### src/design/sse_event_stream_parser_top_assert.svh
// Assertion macros shared by the event stream parser modules.
// Expects clk and rst in scope at the point of use.
`ifndef SSE_EVENT_STREAM_PARSER_TOP_ASSERT_SVH
`define SSE_EVENT_STREAM_PARSER_TOP_ASSERT_SVH

// same-cycle implication
`define SSE_ASSERT_NOW(lbl, ante, cons, msg) \
  lbl: assert property (@(posedge clk) disable iff (rst) (ante) |-> (cons)) \
    else $error(msg);

// next-cycle implication
`define SSE_ASSERT_NEXT(lbl, ante, cons, msg) \
  lbl: assert property (@(posedge clk) disable iff (rst) (ante) |=> (cons)) \
    else $error(msg);

`endif

### src/design/sse_pkg.sv
// Shared types and codes for the event stream parser.
// No dependencies.
`default_nettype none

package sse_pkg;

  localparam int SSE_OBUF_DEPTH = 4;

  localparam logic [1:0] BOM_START = 2'd0;
  localparam logic [1:0] BOM_EF    = 2'd1;
  localparam logic [1:0] BOM_EFBB  = 2'd2;
  localparam logic [1:0] BOM_DONE  = 2'd3;

  localparam logic [1:0] PH_NAME   = 2'd0;
  localparam logic [1:0] PH_VALUE  = 2'd1;
  localparam logic [1:0] PH_IGNORE = 2'd2;

  localparam logic [2:0] FLD_NONE  = 3'd0;
  localparam logic [2:0] FLD_DATA  = 3'd1;
  localparam logic [2:0] FLD_ID    = 3'd2;
  localparam logic [2:0] FLD_EVENT = 3'd3;
  localparam logic [2:0] FLD_RETRY = 3'd4;

  localparam logic [1:0] CAND_DATA  = 2'd0;
  localparam logic [1:0] CAND_ID    = 2'd1;
  localparam logic [1:0] CAND_EVENT = 2'd2;
  localparam logic [1:0] CAND_RETRY = 2'd3;

  localparam logic [3:0] KIND_DATA_BYTE  = 4'd0;
  localparam logic [3:0] KIND_TYPE_BEGIN = 4'd1;
  localparam logic [3:0] KIND_TYPE_BYTE  = 4'd2;
  localparam logic [3:0] KIND_ID_BEGIN   = 4'd3;
  localparam logic [3:0] KIND_ID_BYTE    = 4'd4;
  localparam logic [3:0] KIND_ID_END     = 4'd5;
  localparam logic [3:0] KIND_RETRY      = 4'd6;
  localparam logic [3:0] KIND_EVENT_END  = 4'd7;
  localparam logic [3:0] KIND_STREAM_END = 4'd8;

  localparam logic [7:0] CH_LF    = 8'h0A;
  localparam logic [7:0] CH_CR    = 8'h0D;
  localparam logic [7:0] CH_SPACE = 8'h20;
  localparam logic [7:0] CH_COLON = 8'h3A;
  localparam logic [7:0] CH_NUL   = 8'h00;
  localparam logic [7:0] CH_ZERO  = 8'h30;
  localparam logic [7:0] CH_NINE  = 8'h39;
  localparam logic [7:0] BOM_B0   = 8'hEF;
  localparam logic [7:0] BOM_B1   = 8'hBB;
  localparam logic [7:0] BOM_B2   = 8'hBF;

  typedef struct packed {
    logic [3:0]  kind;
    logic [7:0]  payload_byte;
    logic [63:0] retry_value;
    logic        flag;
    logic        last;
  } res_t;

  // results of one item, handed from the parser to the output queue
  typedef struct packed {
    logic [1:0] cnt;
    res_t       r0;
    res_t       r1;
  } push_t;

  typedef struct packed {
    logic [1:0]  bom;
    logic [1:0]  phase;
    logic [3:0]  name_match;
    logic [2:0]  name_pos;
    logic        name_seen;
    logic [2:0]  cur_field;
    logic        value_first;
    logic        cr_pending;
    logic        has_data;
    logic        event_pending;
    logic [63:0] retry_accum;
    logic        retry_ok;
    logic        retry_nonempty;
    logic        id_has_nul;
  } st_t;

  localparam st_t ST_RESET = '{bom: BOM_START, phase: PH_NAME, name_match: 4'hF,
                               cur_field: FLD_NONE, default: '0};

  function automatic res_t mk_res(logic [3:0] kind, logic [7:0] pb, logic [63:0] rv,
                                  logic flag);
    res_t r;
    r.kind         = kind;
    r.payload_byte = pb;
    r.retry_value  = rv;
    r.flag         = flag;
    r.last         = 1'b0;
    return r;
  endfunction

endpackage

`default_nettype wire

### src/design/sse_in_if.sv
// Input channel: stream bytes and end-of-stream commands.
// Standalone, no dependencies.
`default_nettype none

interface sse_in_if;
  logic       valid;
  logic       ready;
  logic       cmd;
  logic [7:0] stream_byte;

  modport source (output valid, cmd, stream_byte, input ready);
  modport sink   (input valid, cmd, stream_byte, output ready);
endinterface

`default_nettype wire

### src/design/sse_out_if.sv
// Output channel: tagged parser results.
// Standalone, no dependencies.
`default_nettype none

interface sse_out_if;
  logic        valid;
  logic        ready;
  logic [3:0]  kind;
  logic [7:0]  payload_byte;
  logic [63:0] retry_value;
  logic        flag;
  logic        last;

  modport source (output valid, kind, payload_byte, retry_value, flag, last, input ready);
  modport sink   (input valid, kind, payload_byte, retry_value, flag, last, output ready);
endinterface

`default_nettype wire

### src/design/sse_core.sv
// Input register, parser state and per-byte next-state/result logic.
// Depends on sse_pkg, sse_in_if and the assertion macro header.
`default_nettype none
`include "sse_event_stream_parser_top_assert.svh"

module sse_core (
  input  wire logic      clk,
  input  wire logic      rst,
  sse_in_if.sink         in_ch,
  input  wire logic      room,
  output sse_pkg::push_t push
);
  import sse_pkg::*;

  logic        in_vld;
  logic        in_cmd;
  logic [7:0]  in_byte;
  logic        go;
  st_t         st;
  st_t         s;
  res_t        rr [2];
  logic [1:0]  n;
  logic        do_content;
  logic        skip;
  logic        eol;
  logic        cont;
  logic        blank;
  logic        fb;
  logic        vb;
  logic [2:0]  fld;
  logic [67:0] rsum;

  function automatic logic [2:0] name_len(logic [1:0] c);
    logic [2:0] l;
    case (c)
      CAND_DATA:  l = 3'd4;
      CAND_ID:    l = 3'd2;
      CAND_EVENT: l = 3'd5;
      default:    l = 3'd5;
    endcase
    return l;
  endfunction

  function automatic logic [7:0] name_char(logic [1:0] c, logic [2:0] pos);
    logic [7:0] ch;
    ch = 8'h00;
    case (c)
      CAND_DATA: begin
        case (pos)
          3'd0: ch = "d";
          3'd1: ch = "a";
          3'd2: ch = "t";
          3'd3: ch = "a";
          default: ch = 8'h00;
        endcase
      end
      CAND_ID: begin
        case (pos)
          3'd0: ch = "i";
          3'd1: ch = "d";
          default: ch = 8'h00;
        endcase
      end
      CAND_EVENT: begin
        case (pos)
          3'd0: ch = "e";
          3'd1: ch = "v";
          3'd2: ch = "e";
          3'd3: ch = "n";
          3'd4: ch = "t";
          default: ch = 8'h00;
        endcase
      end
      default: begin
        case (pos)
          3'd0: ch = "r";
          3'd1: ch = "e";
          3'd2: ch = "t";
          3'd3: ch = "r";
          3'd4: ch = "y";
          default: ch = 8'h00;
        endcase
      end
    endcase
    return ch;
  endfunction

  function automatic st_t name_byte(st_t s_in, logic [7:0] ch);
    st_t r;
    r = s_in;
    for (int c = 0; c < 4; c++) begin
      if (r.name_match[c] && (r.name_pos >= name_len(2'(c)) ||
                              name_char(2'(c), r.name_pos) != ch)) begin
        r.name_match[c] = 1'b0;
      end
    end
    if (r.name_pos != 3'd7) r.name_pos = r.name_pos + 3'd1;
    r.name_seen     = 1'b1;
    r.event_pending = 1'b1;
    return r;
  endfunction

  function automatic st_t line_reset(st_t s_in);
    st_t r;
    r = s_in;
    r.phase       = PH_NAME;
    r.name_match  = 4'hF;
    r.name_pos    = 3'd0;
    r.name_seen   = 1'b0;
    r.cur_field   = FLD_NONE;
    r.value_first = 1'b0;
    return r;
  endfunction

  // first complete candidate wins
  function automatic logic [2:0] resolve(logic [3:0] m, logic [2:0] pos);
    logic [2:0] f;
    f = FLD_NONE;
    for (int c = 3; c >= 0; c--) begin
      if (m[c] && pos == name_len(2'(c))) f = 3'(c + 1);
    end
    return f;
  endfunction

  assign go           = in_vld && room;
  assign in_ch.ready  = !in_vld || go;

  always_ff @(posedge clk) begin
    if (rst) begin
      in_vld <= 1'b0;
    end else if (in_ch.valid && in_ch.ready) begin
      in_vld <= 1'b1;
    end else if (go) begin
      in_vld <= 1'b0;
    end
  end

  always_ff @(posedge clk) begin
    if (in_ch.valid && in_ch.ready) begin
      in_cmd  <= in_ch.cmd;
      in_byte <= in_ch.stream_byte;
    end
  end

  always_ff @(posedge clk) begin
    if (rst) begin
      st <= ST_RESET;
    end else if (go) begin
      st <= s;
    end
  end

  always_comb begin
    s          = st;
    n          = 2'd0;
    rr[0]      = '0;
    rr[1]      = '0;
    do_content = 1'b0;
    skip       = 1'b0;
    eol        = 1'b0;
    cont       = 1'b0;
    blank      = 1'b0;
    fb         = 1'b0;
    vb         = 1'b0;
    fld        = FLD_NONE;
    rsum       = '0;
    if (go && in_cmd) begin
      rr[0] = mk_res(KIND_STREAM_END, 8'h00, 64'd0,
                     st.event_pending || st.bom == BOM_EF || st.bom == BOM_EFBB);
      n = 2'd1;
      s = ST_RESET;
    end else if (go) begin
      // byte order mark; a broken mark replays its bytes as name bytes
      case (st.bom)
        BOM_START: begin
          if (in_byte == BOM_B0) begin
            s.bom = BOM_EF;
          end else begin
            s.bom      = BOM_DONE;
            do_content = 1'b1;
          end
        end
        BOM_EF: begin
          if (in_byte == BOM_B1) begin
            s.bom = BOM_EFBB;
          end else begin
            s.bom      = BOM_DONE;
            s          = name_byte(s, BOM_B0);
            do_content = 1'b1;
          end
        end
        BOM_EFBB: begin
          s.bom = BOM_DONE;
          if (in_byte != BOM_B2) begin
            s          = name_byte(s, BOM_B0);
            s          = name_byte(s, BOM_B1);
            do_content = 1'b1;
          end
        end
        default: do_content = 1'b1;
      endcase

      if (do_content && s.cr_pending) begin
        s.cr_pending = 1'b0;
        skip         = (in_byte == CH_LF);
      end
      eol   = do_content && !skip && (in_byte inside {CH_CR, CH_LF});
      cont  = do_content && !skip && !eol;
      blank = eol && s.phase == PH_NAME && !s.name_seen;
      fb    = s.phase == PH_NAME && s.name_seen &&
              (eol || (cont && in_byte == CH_COLON));
      vb    = cont && s.phase == PH_VALUE;

      if (eol && in_byte == CH_CR) s.cr_pending = 1'b1;

      if (blank) begin
        rr[n[0]] = mk_res(KIND_EVENT_END, 8'h00, 64'd0, s.has_data);
        n = n + 2'd1;
        s.has_data      = 1'b0;
        s.event_pending = 1'b0;
        s = line_reset(s);
      end

      if (cont) begin
        s.event_pending = 1'b1;
        if (s.phase == PH_NAME && in_byte == CH_COLON && !s.name_seen) begin
          s.phase = PH_IGNORE;
        end else if (s.phase == PH_NAME && in_byte != CH_COLON) begin
          s = name_byte(s, in_byte);
        end
      end

      if (fb) begin
        fld           = resolve(s.name_match, s.name_pos);
        s.cur_field   = fld;
        s.phase       = PH_VALUE;
        s.value_first = 1'b1;
        case (fld)
          FLD_DATA: begin
            if (s.has_data) begin
              rr[n[0]] = mk_res(KIND_DATA_BYTE, CH_LF, 64'd0, 1'b0);
              n = n + 2'd1;
            end
            s.has_data = 1'b1;
          end
          FLD_ID: begin
            rr[n[0]] = mk_res(KIND_ID_BEGIN, 8'h00, 64'd0, 1'b0);
            n = n + 2'd1;
            s.id_has_nul = 1'b0;
          end
          FLD_EVENT: begin
            rr[n[0]] = mk_res(KIND_TYPE_BEGIN, 8'h00, 64'd0, 1'b0);
            n = n + 2'd1;
          end
          FLD_RETRY: begin
            s.retry_accum    = 64'd0;
            s.retry_ok       = 1'b1;
            s.retry_nonempty = 1'b0;
          end
          default: s.phase = PH_IGNORE;
        endcase
      end

      if (eol && !blank) begin
        if (s.phase == PH_VALUE && s.cur_field == FLD_ID) begin
          rr[n[0]] = mk_res(KIND_ID_END, 8'h00, 64'd0, !s.id_has_nul);
          n = n + 2'd1;
        end else if (s.phase == PH_VALUE && s.cur_field == FLD_RETRY &&
                     s.retry_ok && s.retry_nonempty) begin
          rr[n[0]] = mk_res(KIND_RETRY, 8'h00, s.retry_accum, 1'b0);
          n = n + 2'd1;
        end
        s = line_reset(s);
      end

      if (vb) begin
        if (s.value_first && in_byte == CH_SPACE) begin
          s.value_first = 1'b0;
        end else begin
          s.value_first = 1'b0;
          case (s.cur_field)
            FLD_DATA: begin
              rr[n[0]] = mk_res(KIND_DATA_BYTE, in_byte, 64'd0, 1'b0);
              n = n + 2'd1;
            end
            FLD_ID: begin
              if (in_byte == CH_NUL) s.id_has_nul = 1'b1;
              rr[n[0]] = mk_res(KIND_ID_BYTE, in_byte, 64'd0, 1'b0);
              n = n + 2'd1;
            end
            FLD_EVENT: begin
              rr[n[0]] = mk_res(KIND_TYPE_BYTE, in_byte, 64'd0, 1'b0);
              n = n + 2'd1;
            end
            FLD_RETRY: begin
              s.retry_nonempty = 1'b1;
              if (s.retry_ok && (in_byte inside {[CH_ZERO:CH_NINE]})) begin
                // acc*10 + digit, overflow shows in the top nibble
                rsum = ({4'b0, s.retry_accum} << 3) + ({4'b0, s.retry_accum} << 1) +
                       68'(in_byte - CH_ZERO);
                if (rsum[67:64] != 4'd0) begin
                  s.retry_ok = 1'b0;
                end else begin
                  s.retry_accum = rsum[63:0];
                end
              end else begin
                s.retry_ok = 1'b0;
              end
            end
            default: ;
          endcase
        end
      end
    end

    if (n == 2'd2) begin
      rr[1].last = 1'b1;
    end else if (n == 2'd1) begin
      rr[0].last = 1'b1;
    end
  end

  assign push.cnt = n;
  assign push.r0  = rr[0];
  assign push.r1  = rr[1];

  `SSE_ASSERT_NEXT(a_eos_resets, go && in_cmd, st == ST_RESET, "stream end did not reset state")
  `SSE_ASSERT_NOW(a_last_pair, push.cnt == 2'd2, push.r1.last && !push.r0.last,
                  "last marker misplaced on result pair")
  `SSE_ASSERT_NOW(a_push_needs_go, push.cnt != 2'd0, go && in_vld,
                  "results produced without a registered item")

endmodule

`default_nettype wire

### src/design/sse_obuf.sv
// Output result queue: takes up to two results a cycle, drains one.
// Depends on sse_pkg, sse_out_if and the assertion macro header.
`default_nettype none
`include "sse_event_stream_parser_top_assert.svh"

module sse_obuf #(
  parameter int DEPTH = sse_pkg::SSE_OBUF_DEPTH
) (
  input  wire logic           clk,
  input  wire logic           rst,
  input  wire sse_pkg::push_t push,
  output logic                room,
  sse_out_if.source           out_ch
);
  import sse_pkg::*;

  localparam int AW = (DEPTH > 1) ? $clog2(DEPTH) : 1;
  localparam int CW = $clog2(DEPTH + 1);
  localparam logic [CW-1:0] ROOM_MAX = CW'(DEPTH - 2);
  localparam logic [CW-1:0] CNT_MAX  = CW'(DEPTH);
  localparam logic [AW-1:0] PTR_LAST = AW'(DEPTH - 1);

  res_t          q [DEPTH];
  logic [AW-1:0] wptr;
  logic [AW-1:0] wptr1;
  logic [AW-1:0] rptr;
  logic [CW-1:0] count;
  logic [CW-1:0] count_next;
  logic          pop;
  res_t          head;

  function automatic logic [AW-1:0] inc(logic [AW-1:0] p);
    return (p == PTR_LAST) ? '0 : p + AW'(1);
  endfunction

  assign wptr1      = inc(wptr);
  assign pop        = out_ch.valid && out_ch.ready;
  assign count_next = count + CW'(push.cnt) - CW'(pop);
  assign room       = count <= ROOM_MAX;

  always_ff @(posedge clk) begin
    if (push.cnt != 2'd0) q[wptr] <= push.r0;
    if (push.cnt == 2'd2) q[wptr1] <= push.r1;
  end

  always_ff @(posedge clk) begin
    if (rst) begin
      wptr  <= '0;
      rptr  <= '0;
      count <= '0;
    end else begin
      if (push.cnt == 2'd2) begin
        wptr <= inc(wptr1);
      end else if (push.cnt == 2'd1) begin
        wptr <= wptr1;
      end
      if (pop) rptr <= inc(rptr);
      count <= count_next;
    end
  end

  assign head                = q[rptr];
  assign out_ch.valid        = count != '0;
  assign out_ch.kind         = head.kind;
  assign out_ch.payload_byte = head.payload_byte;
  assign out_ch.retry_value  = head.retry_value;
  assign out_ch.flag         = head.flag;
  assign out_ch.last         = head.last;

  `SSE_ASSERT_NOW(a_push_room, push.cnt != 2'd0, room, "results pushed into a full queue")
  `SSE_ASSERT_NOW(a_count_bound, 1'b1, count <= CNT_MAX, "queue count out of range")
  `SSE_ASSERT_NEXT(a_drain, push.cnt == 2'd0 && pop, count == $past(count) - CW'(1),
                   "queue count not decremented on drain")

endmodule

`default_nettype wire

### src/design/sse_event_stream_parser_top.sv
// Top level of the event stream parser: parser stage plus result queue.
// Depends on sse_pkg, sse_in_if, sse_out_if, sse_core and sse_obuf.
//
//   channel  | dir | handshake     | payload
//   ---------+-----+---------------+-----------------------------------------
//   in_ch    | in  | valid / ready | cmd, stream_byte
//   out_ch   | out | valid / ready | kind, payload_byte, retry_value, flag, last
//
// One byte per cycle while the queue has room; results pass the input register, then
// the queue. A byte giving two results sends them one at a time over the single port.
// Synchronous reset returns the parser to stream start and empties the queue.
// in_ch.ready drops while the input register holds a byte and the result queue
// has fewer than two free slots.
`default_nettype none

module sse_event_stream_parser_top #(
  parameter int OBUF_DEPTH = sse_pkg::SSE_OBUF_DEPTH
) (
  input  wire logic clk,
  input  wire logic rst,
  sse_in_if.sink    in_ch,
  sse_out_if.source out_ch
);
  import sse_pkg::*;

  push_t push;
  logic  room;

  sse_core u_core (
    .clk   (clk),
    .rst   (rst),
    .in_ch (in_ch),
    .room  (room),
    .push  (push)
  );

  sse_obuf #(
    .DEPTH (OBUF_DEPTH)
  ) u_obuf (
    .clk    (clk),
    .rst    (rst),
    .push   (push),
    .room   (room),
    .out_ch (out_ch)
  );

endmodule

`default_nettype wire

### src/flat_wrapper.sv
// flat-port wrapper written by rule: the top's interface ports become plain ports
module sse_event_stream_parser_top_flat import sse_pkg::*;
#(
  parameter int OBUF_DEPTH = sse_pkg::SSE_OBUF_DEPTH
)
  (clk, rst, in_ch_valid, in_ch_cmd, in_ch_stream_byte, in_ch_ready, out_ch_valid, out_ch_kind, out_ch_payload_byte, out_ch_retry_value, out_ch_flag, out_ch_last, out_ch_ready);
  sse_in_if in_ch_i ();
  sse_out_if out_ch_i ();
  input  wire logic clk;
  input  wire logic rst;
  input wire logic [$bits(in_ch_i.valid)-1:0] in_ch_valid;
  input wire logic [$bits(in_ch_i.cmd)-1:0] in_ch_cmd;
  input wire logic [$bits(in_ch_i.stream_byte)-1:0] in_ch_stream_byte;
  output wire logic [$bits(in_ch_i.ready)-1:0] in_ch_ready;
  output wire logic [$bits(out_ch_i.valid)-1:0] out_ch_valid;
  output wire logic [$bits(out_ch_i.kind)-1:0] out_ch_kind;
  output wire logic [$bits(out_ch_i.payload_byte)-1:0] out_ch_payload_byte;
  output wire logic [$bits(out_ch_i.retry_value)-1:0] out_ch_retry_value;
  output wire logic [$bits(out_ch_i.flag)-1:0] out_ch_flag;
  output wire logic [$bits(out_ch_i.last)-1:0] out_ch_last;
  input wire logic [$bits(out_ch_i.ready)-1:0] out_ch_ready;
  assign in_ch_i.valid = in_ch_valid;
  assign in_ch_i.cmd = in_ch_cmd;
  assign in_ch_i.stream_byte = in_ch_stream_byte;
  assign in_ch_ready = in_ch_i.ready;
  assign out_ch_valid = out_ch_i.valid;
  assign out_ch_kind = out_ch_i.kind;
  assign out_ch_payload_byte = out_ch_i.payload_byte;
  assign out_ch_retry_value = out_ch_i.retry_value;
  assign out_ch_flag = out_ch_i.flag;
  assign out_ch_last = out_ch_i.last;
  assign out_ch_i.ready = out_ch_ready;
  sse_event_stream_parser_top #(.OBUF_DEPTH(OBUF_DEPTH)) u_core (.clk(clk), .rst(rst), .in_ch(in_ch_i), .out_ch(out_ch_i));
endmodule
### config.mk
export PLATFORM = sky130hd
export DESIGN_NAME = sse_event_stream_parser_top_flat
export DESIGN_NICKNAME = d
export VERILOG_FILES = /design/src/design/sse_pkg.sv /design/src/design/sse_in_if.sv /design/src/design/sse_out_if.sv /design/src/design/sse_core.sv /design/src/design/sse_obuf.sv /design/src/design/sse_event_stream_parser_top.sv /design/src/flat_wrapper.sv
export VERILOG_INCLUDE_DIRS = /design/src /design/src/design
export SDC_FILE = /design/constraint.sdc
export NUM_CORES = 1
export LEC_CHECK = 0
export ABC_CLOCK_PERIOD_IN_PS = 25600
export BUFFER_PORTS_ARGS = -buffer_cell sky130_fd_sc_hd__buf_2
export CAP_MARGIN = 25
export CORE_AREA = 2 2 210 212
export CTS_BUF_LIST = sky130_fd_sc_hd__clkbuf_8 sky130_fd_sc_hd__clkbuf_16
export DETAILED_ROUTE_END_ITERATION = 8
export DIE_AREA = 0 0 212 214
export PLACE_DENSITY = 0.74
export SYNTH_ARGS = -nofsm -noshare
export SYNTH_HDL_FRONTEND = slang
export SYNTH_SLANG_ARGS = --single-unit
### constraint.sdc
create_clock -name clk -period 25.6 [get_ports clk]
set_input_delay 5.12 -clock clk [delete_from_list [all_inputs] [get_ports clk]]
set_output_delay 5.12 -clock clk [all_outputs]
set_load 0.005 [all_outputs]
==> summary.md, run 1 <==
| Metric | Value |
|---|---|
| Startpoint of the worst register-to-register path | u_core.u_core.in_byte[4] |
| CTS resizes | 0 |
| # fillers | approximately 3400 |
| Setup TNS | 0 ps |
| Routability Congestion | about 0.99 |
| Final number of max-transition violations | 0 |
| Final setup slack of the worst path | between 10000 and 15000 ps |
| Most utilized layer in the global route result | met2 |
| Routed length per placed instance | roughly 21 microns |
| Result of the run | completed |
| Final Hold Vio Count | 0 |
| Global-route wire length before repair | approximately 100000 microns |
| Post-Syn Area | 24420 sq um |
| Number of global-route vias before repair | 18210 |
| Count of maximum capacitance violations | 0 |
| EDFF count, synth | about 320 |
| Power density of the placed cells | between 60 and 70 nW/um^2 |
| Chip Width | 212 microns |
| Grt total ovfl | 0 |
| Longest Clk Path Bufs | 3 |
| Half-perimeter wire length after placement | 42190 microns |
| Global-route met2 utilization | between 40 and 50% |
| Global routing usage on met3 | 4.149% |
| Average footprint of a synthesized cell | around 11 sq um |
| Leakage | slightly above 10 nW |
| Clock sink total | 417 |
| Cell with the largest stage delay on the worst path | sky130_fd_sc_hd__edfxtp_1 |
| RSZ-0062 raised after global routing | false |
| Post-synthesis sequential element count | between 400 and 500 |
| Cell with the most instances after synthesis | sky130_fd_sc_hd__edfxtp_1 |
| Total number of placement rows | 76 |
| Largest fanout of any net on the critical path | 32 |
| Asr flop ratio synth | 0% |
| Global-route usage over all layers | about 28% |
| Number of port buffers | 92 |
| Buffers inserted by post-CTS timing repair | 0 |
| FMAX | around 92 MHz |
| Seq/Total Area, Yosys | ~47% |
| TritonCTS clock tree | yes |
| Number of CTS-inserted buffers | 44 |
| Gate count after technology mapping | ~2300 |
| Iteration-0 DRC Markers | 1784 |
| Final count of negative-setup-slack endpoints | 0 |
| Top post-synthesis cells by count | sky130_fd_sc_hd__edfxtp_1 (321), sky130_fd_sc_hd__nor2_1 (308), sky130_fd_sc_hd__nand2_1 (238), sky130_fd_sc_hd__inv_1 (131), sky130_fd_sc_hd__o21ai_0 (108) |
| Die height | between 200 and 250 microns |
| Synth top area share | around two fifths |
| Maximum number of pins on one net before global-route repair | between 60 and 70 |
| Share of post-route cells with drive strength above 1 | between 10% and 20% |
| # H-tree levels | 2 |
| Most common cell on crit path | sky130_fd_sc_hd__ha_1 |
| Post-Route Hold Slack | around 450 ps |
| Drc violations | 0 |
| Top FF cell, synth | sky130_fd_sc_hd__edfxtp_1 |
| Biggest area contributors in the synthesized netlist | sky130_fd_sc_hd__edfxtp_1 (39%), sky130_fd_sc_hd__dfxtp_1 (7.9%), sky130_fd_sc_hd__mux4_2 (7.2%), sky130_fd_sc_hd__fa_1 (5.2%), sky130_fd_sc_hd__ha_1 (4.9%) |
| Hold buffer count at cts | 0 |
| Fraction of met1 tracks used by global routing | a little under 40% |
| Distinct cell type count of the synthesized netlist | between 80 and 90 |
| Final clock skew | 29.03 ps |
| Share of the core filled with cells in the final layout | slightly above 60% |
| Critical Path Max Stage Delay | 740 ps |
| Detailed-route via count | about 18000 |
| Initial antenna violation count | 0 |
| Final std cells w/o fill | 2958 |
| Final cycle utilization of the critical path | a little over two fifths |
| Worst setup timing slack at the placement stage | between 10000 and 15000 ps |
| Worst slew slack as a fraction of its limit | approximately 32% |
| Category of cells accounting for the largest share of critical-path delay | compound AO/OA/AOI/OAI gates |
| WP data arrival | between 10000 and 15000 ps |
| Via-per-instance ratio | 6.235 |
| Synth-to-Final Area Change | 9.549% |
| Synthesized Nets | around 2500 |
| Startpoint of the most critical hold path | u_core.u_core.st[20] |
| Number of optimization iterations in the first detailed-route pass | 6 |
| Worst Path Buf+Inv | 4 |
| Final worst path period need | roughly 11000 ps |
| Count of pins on the block boundary | slightly above 90 |
| Final #Nets | approximately 2500 |
| Critical path launch point type | register |
| Peak ir drop on the vdd network | around 47 uV |
| Master cell of the clock root buffer | sky130_fd_sc_hd__clkbuf_16 |
| Die Footprint | about 45000 sq um |
| Worst skew pair latency | ~590 ps |
| Routed wire length | approximately 63000 microns |
| Library cell occupying the most area in the post-synthesis netlist | sky130_fd_sc_hd__edfxtp_1 |
| Effective utilization at floorplan | 56.95% |
| Area of the placeable core | roughly 43000 sq um |
| CP endpoint kind | register |
| Number of synthesis warnings | 0 |
| Ant diodes | 0 |
| Post-DRT Antenna Nets | 0 |
| Required time of the critical path | 26030 ps |
| Cells after DPL | ~2900 |
| CTS clk-pin slew, worst paths | roughly 70 ps |
| Hold WC Path Type | register to register |
| Crit Path Category | register to register |
| Critical Path Start | u_core.u_core.in_byte[4] |
| Pin slew with the least headroom to its limit | slightly above 1000 ps |
worst register-to-register path, delay by kind of cell, from the launching register on:
family	cells	cell delay, ps
compound gates	13	3810
fa+ha+maj	5	1830
simple gates	11	3400
flops	1	740
buf+inv	4	910
state kept, by name, indices dropped and copies added (netlist names), named ones only:
register               cells
u_core.u_core.in_vld       1
u_core.u_core.st          86
u_core.u_obuf.rptr         2
u_core.u_obuf.q          312
u_core.u_core.in_cmd       1
u_core.u_obuf.count        3
u_core.u_core.in_byte      8
u_core.u_obuf.wptr         2
routing by layer:
| layer | part of all wire (%) | wire (microns) |
|---|---|---|
| met5 | 0 | 0 |
| met3 | 7.9 | 4974 |
| met4 | 2.8 | 1762 |
| met1 | 42 | 26460 |
| met2 | 47 | 29410 |
path summary, 6_finish.rpt:
path,to,slack [ps],cells after the start
setup / recovery,u_core.u_core.st[59],14730,33
hold reg to reg,u_core.u_core.st[20],450,2
hold / removal,u_core.u_core.st[20],450,2
setup reg to reg,u_core.u_core.st[59],14730,33
area by class of cell:
type                            instances  area [sq um]  share of cell area (%)
Inverter                              131         494.2                   1.847
Clock inverter                         35         227.7                  0.8511
Tap cell                              585         732.0                   2.736
Multi-Input combinational cell       1627         11920                   44.54
Sequential cell                       417         11570                   43.24
Clock buffer                           47          1154                   4.312
Timing Repair Buffer                  116         663.1                   2.478
cell usage in the layout (no fill, tap or decap), types with 15 or more instances in the layout:
master / n
sky130_fd_sc_hd__edfxtp_1: 321
sky130_fd_sc_hd__nor2_1: 308
sky130_fd_sc_hd__nand2_1: 234
sky130_fd_sc_hd__inv_1: 141
sky130_fd_sc_hd__o21ai_0: 104
sky130_fd_sc_hd__nor3_1: 104
sky130_fd_sc_hd__a21oi_1: 103
sky130_fd_sc_hd__ha_1: 96
sky130_fd_sc_hd__dfxtp_1: 94
sky130_fd_sc_hd__buf_2: 93
sky130_fd_sc_hd__mux4_2: 78
sky130_fd_sc_hd__fa_1: 64
sky130_fd_sc_hd__a21o_1: 47
sky130_fd_sc_hd__clkbuf_16: 45
sky130_fd_sc_hd__xnor2_1: 37
sky130_fd_sc_hd__nand3_1: 35
sky130_fd_sc_hd__xor2_1: 34
sky130_fd_sc_hd__o21ai_1: 32
sky130_fd_sc_hd__and2_1: 27
sky130_fd_sc_hd__buf_4: 21
sky130_fd_sc_hd__nand4_1: 20
sky130_fd_sc_hd__a211oi_1: 20
sky130_fd_sc_hd__and3_1: 19
sky130_fd_sc_hd__nor2b_1: 17
sky130_fd_sc_hd__o22ai_1: 16
sky130_fd_sc_hd__nand2b_1: 15
sky130_fd_sc_hd__a31oi_1: 15
where the power goes:
| part | switching (W) | total, W | internal [W] |
|---|---|---|---|
| Clock | 0.000278 | 0.000617 | 0.000339 |
| Sequential | 0.0000286 | 0.000771 | 0.000743 |
| Combinational | 0.000163 | 0.000303 | 0.000140 |
| Total | 0.000469 | 0.00169 | 0.00122 |
through the flow:
stage               area, sq um  power (W)
finish                    26760   0.001691
global placement          25330   0.001085
floorplan                 24420  0.0009835
CTS                       26720   0.001698
global route              26760   0.001753
detailed placement        25330   0.001088
cell families after synthesis:
| family | count (synthesis) | share of synthesized area (%) |
|---|---|---|
| AOI/OAI and AO/OA | 462 | 12.30 |
| xor gates and xnor gates | 71 | 2.546 |
| adders and majority gates | 160 | 10.16 |
| buffers and inverters | 258 | 4.237 |
| DFF | 417 | 47.34 |
| muxes | 89 | 7.654 |
| and+or+nand+nor | 845 | 15.77 |
Power figures use the tool's default switching activity.
==> run 2: changes to the inputs <==
--- a/config.mk
+++ b/config.mk
@@ -6,7 +6,7 @@
 export SDC_FILE = /design/constraint.sdc
 export NUM_CORES = 1
 export LEC_CHECK = 0
-export ABC_CLOCK_PERIOD_IN_PS = 25600
+export ABC_CLOCK_PERIOD_IN_PS = 10250
 export BUFFER_PORTS_ARGS = -buffer_cell sky130_fd_sc_hd__buf_2
 export CAP_MARGIN = 25
 export CORE_AREA = 2 2 210 212
==> constraint.sdc (replaced) <==
create_clock -name clk -period 10.25 [get_ports clk]
set_input_delay 2.05 -clock clk [delete_from_list [all_inputs] [get_ports clk]]
set_output_delay 2.05 -clock clk [all_outputs]
set_load 0.005 [all_outputs]
==> summary.md, run 2 (synthesis results as in run 1) <==
| Metric | Value |
|---|---|
| Synth-to-Final Area Change | 11.07% |
| Area of all placed cells without fillers | 27130 sq um |
| WP data arrival | roughly 10000 ps |
| Critical Path Max Stage Delay | 480 ps |
| Critical path launch point type | register |
| Global-route wire length before repair | ~100000 microns |
| Total number of placement rows | between 70 and 80 |
| Number of optimization iterations in the first detailed-route pass | 6 |
| Initial antenna violation count | 1 |
| Via-per-instance ratio | 6.192 |
| Worst slew slack as a fraction of its limit | 33.90% |
| Worst setup timing slack at the placement stage | 614.0 ps |
| Routability Congestion | between 0.9 and 1 |
| Power density of the placed cells | about 160 nW/um^2 |
| Master cell of the clock root buffer | sky130_fd_sc_hd__clkbuf_16 |
| DP Area | roughly 25000 sq um |
| Hold WC Path Type | register to register |
| Chip Width | 212 microns |
| Required time of the critical path | 10730 ps |
| Final cycle utilization of the critical path | around 94% |
| Worst skew pair latency | just under 600 ps |
| # H-tree levels | 2 |
| Final Hold Vio Count | 0 |
| Final #Nets | between 2000 and 3000 |
| Multi-input gate area | about 12000 sq um |
| Pin slew with the least headroom to its limit | approximately 990 ps |
| Final worst path period need | slightly below 10000 ps |
| RSZ-0062 raised after global routing | false |
| Most frequent cells in the layout | sky130_fd_sc_hd__edfxtp_1 (321), sky130_fd_sc_hd__nor2_1 (307), sky130_fd_sc_hd__nand2_1 (234) |
| # fillers | 3380 |
| Routed length per placed instance | between 20 and 25 microns |
| Largest regs | u_core.u_obuf.q (312), u_core.u_core.st (86), u_core.u_core.in_byte (8) |
| Clock sink total | approximately 420 |
| Half-perimeter wire length after placement | approximately 43000 microns |
| Grt total ovfl | 0 |
| Final setup slack of the worst path | ~650 ps |
| Maximum number of pins on one net before global-route repair | 70 |
| Number of global-route vias before repair | 18350 |
| Global-route usage over all layers | between 20% and 30% |
| CTS clk-pin slew, worst paths | roughly 70 ps |
| Largest Register | u_core.u_obuf.q |
| Most common cell on crit path | sky130_fd_sc_hd__ha_1 |
| Count of maximum capacitance violations | 0 |
| Routed wire length | roughly 64000 microns |
| Longest Clk Path Bufs | 3 |
| Final count of negative-setup-slack endpoints | 0 |
| Share of post-route cells with drive strength above 1 | between 10% and 20% |
| Drc violations | 0 |
| Leakage | 10.49 nW |
| Post-DRT Antenna Nets | 0 |
| TritonCTS clock tree | yes |
| Die Footprint | 45370 sq um |
| Final number of max-transition violations | 0 |
| CP endpoint kind | register |
| Register area | ~12000 sq um |
| Count of pins on the block boundary | slightly above 90 |
| Effective utilization at floorplan | 56.95% |
| Iteration-0 DRC Markers | roughly 1700 |
| Die height | 214 microns |
| Largest fanout of any net on the critical path | 50 |
| Crit Path Category | register to register |
| Number of CTS-inserted buffers | 45 |
| Area of the placeable core | roughly 43000 sq um |
| Cell with the largest stage delay on the worst path | sky130_fd_sc_hd__edfxtp_1 |
| Overall Power | between 0.004 and 0.005 W |
| Peak ir drop on the vdd network | 155.1 uV |
| Flip-flop count of the largest register after layout | roughly 310 |
| Detailed-route via count | ~18000 |
| Most frequent standard cell in the layout excluding fill and tap cells | sky130_fd_sc_hd__edfxtp_1 |
| Number of port buffers | 92 |
| Share of the core filled with cells in the final layout | 63.25% |
| Final clock skew | around 26 ps |
| Result of the run | completed |
| FMAX | about 100 MHz |
run 2: changes by cell type in the layout (fill, tap and decap cells not counted), sizes merged:
cell          change
dlymetal6s2s      -1
bufinv            +4
inv               -3
clkbuf            +9
diode             +1
clkinvlp          -4
clkinv            -5
buf              +19
run 2: cell type report:
cell class | count | area share (%)
antenna | 1 | 0.009225
clock inverter | 27 | 1.052
tap | 585 | 2.698
timing repair buffer | 134 | 2.952
multi-input combinational | 1627 | 43.94
inverter | 131 | 1.822
clock buffer | 56 | 4.875
sequential | 417 | 42.65
run 2: what timing repair did:
action / CTS / global route
gates resized for setup: 0 / 2
setup endpoints to repair: 0 / 59
hold buffers: 0 / 0
setup buffers: 0 / 2
run 2: worst max-delay path: cells and delay by family (launching register included):
kind	cells	cell delay [ps]
simple gates	11	3050
compound gates	12	2970
flops	1	480
buf+inv	6	1140
fa+ha+maj	5	1770
run 2: where the power goes:
group	leakage, nW	internal (W)	switching [W]
Combinational	5.76	0.000351	0.000410
Clock	0.823	0.00105	0.000702
Sequential	3.91	0.00185	0.0000675
run 2: metrics by stage:
stage                     hold slack [ps]  cells  TNS [ps]
after detailed placement            439.3   2892         0
after global routing                462.9   2977         0
after floorplan                     424.9   2302   -203460
after global placement              432.7   2892         0
final                               446.3   2978         0
after CTS                           448.8   2975         0
run 2: path summary, 6_finish.rpt:
check / from / endpoint / slack (ps) / depth (start not counted)
worst max-delay path: u_core.u_core.in_byte[4] / u_core.u_core.st[56] / 650 / 34
worst max register to register: u_core.u_core.in_byte[4] / u_core.u_core.st[56] / 650 / 34
worst min-delay path: u_core.u_core.st[17] / u_core.u_core.st[17] / 450 / 2
worst min register to register: u_core.u_core.st[17] / u_core.u_core.st[17] / 450 / 2
run 2: metal layers:
layer  part of all wire [%]  up-vias  global-route usage [%]
met5                      0        -                       0
met4                    2.3        0                   8.545
met3                    7.1      107                   4.471
met2                     48      772                   45.50
met1                     43     9083                   40.27
li1                       -     8479                       -
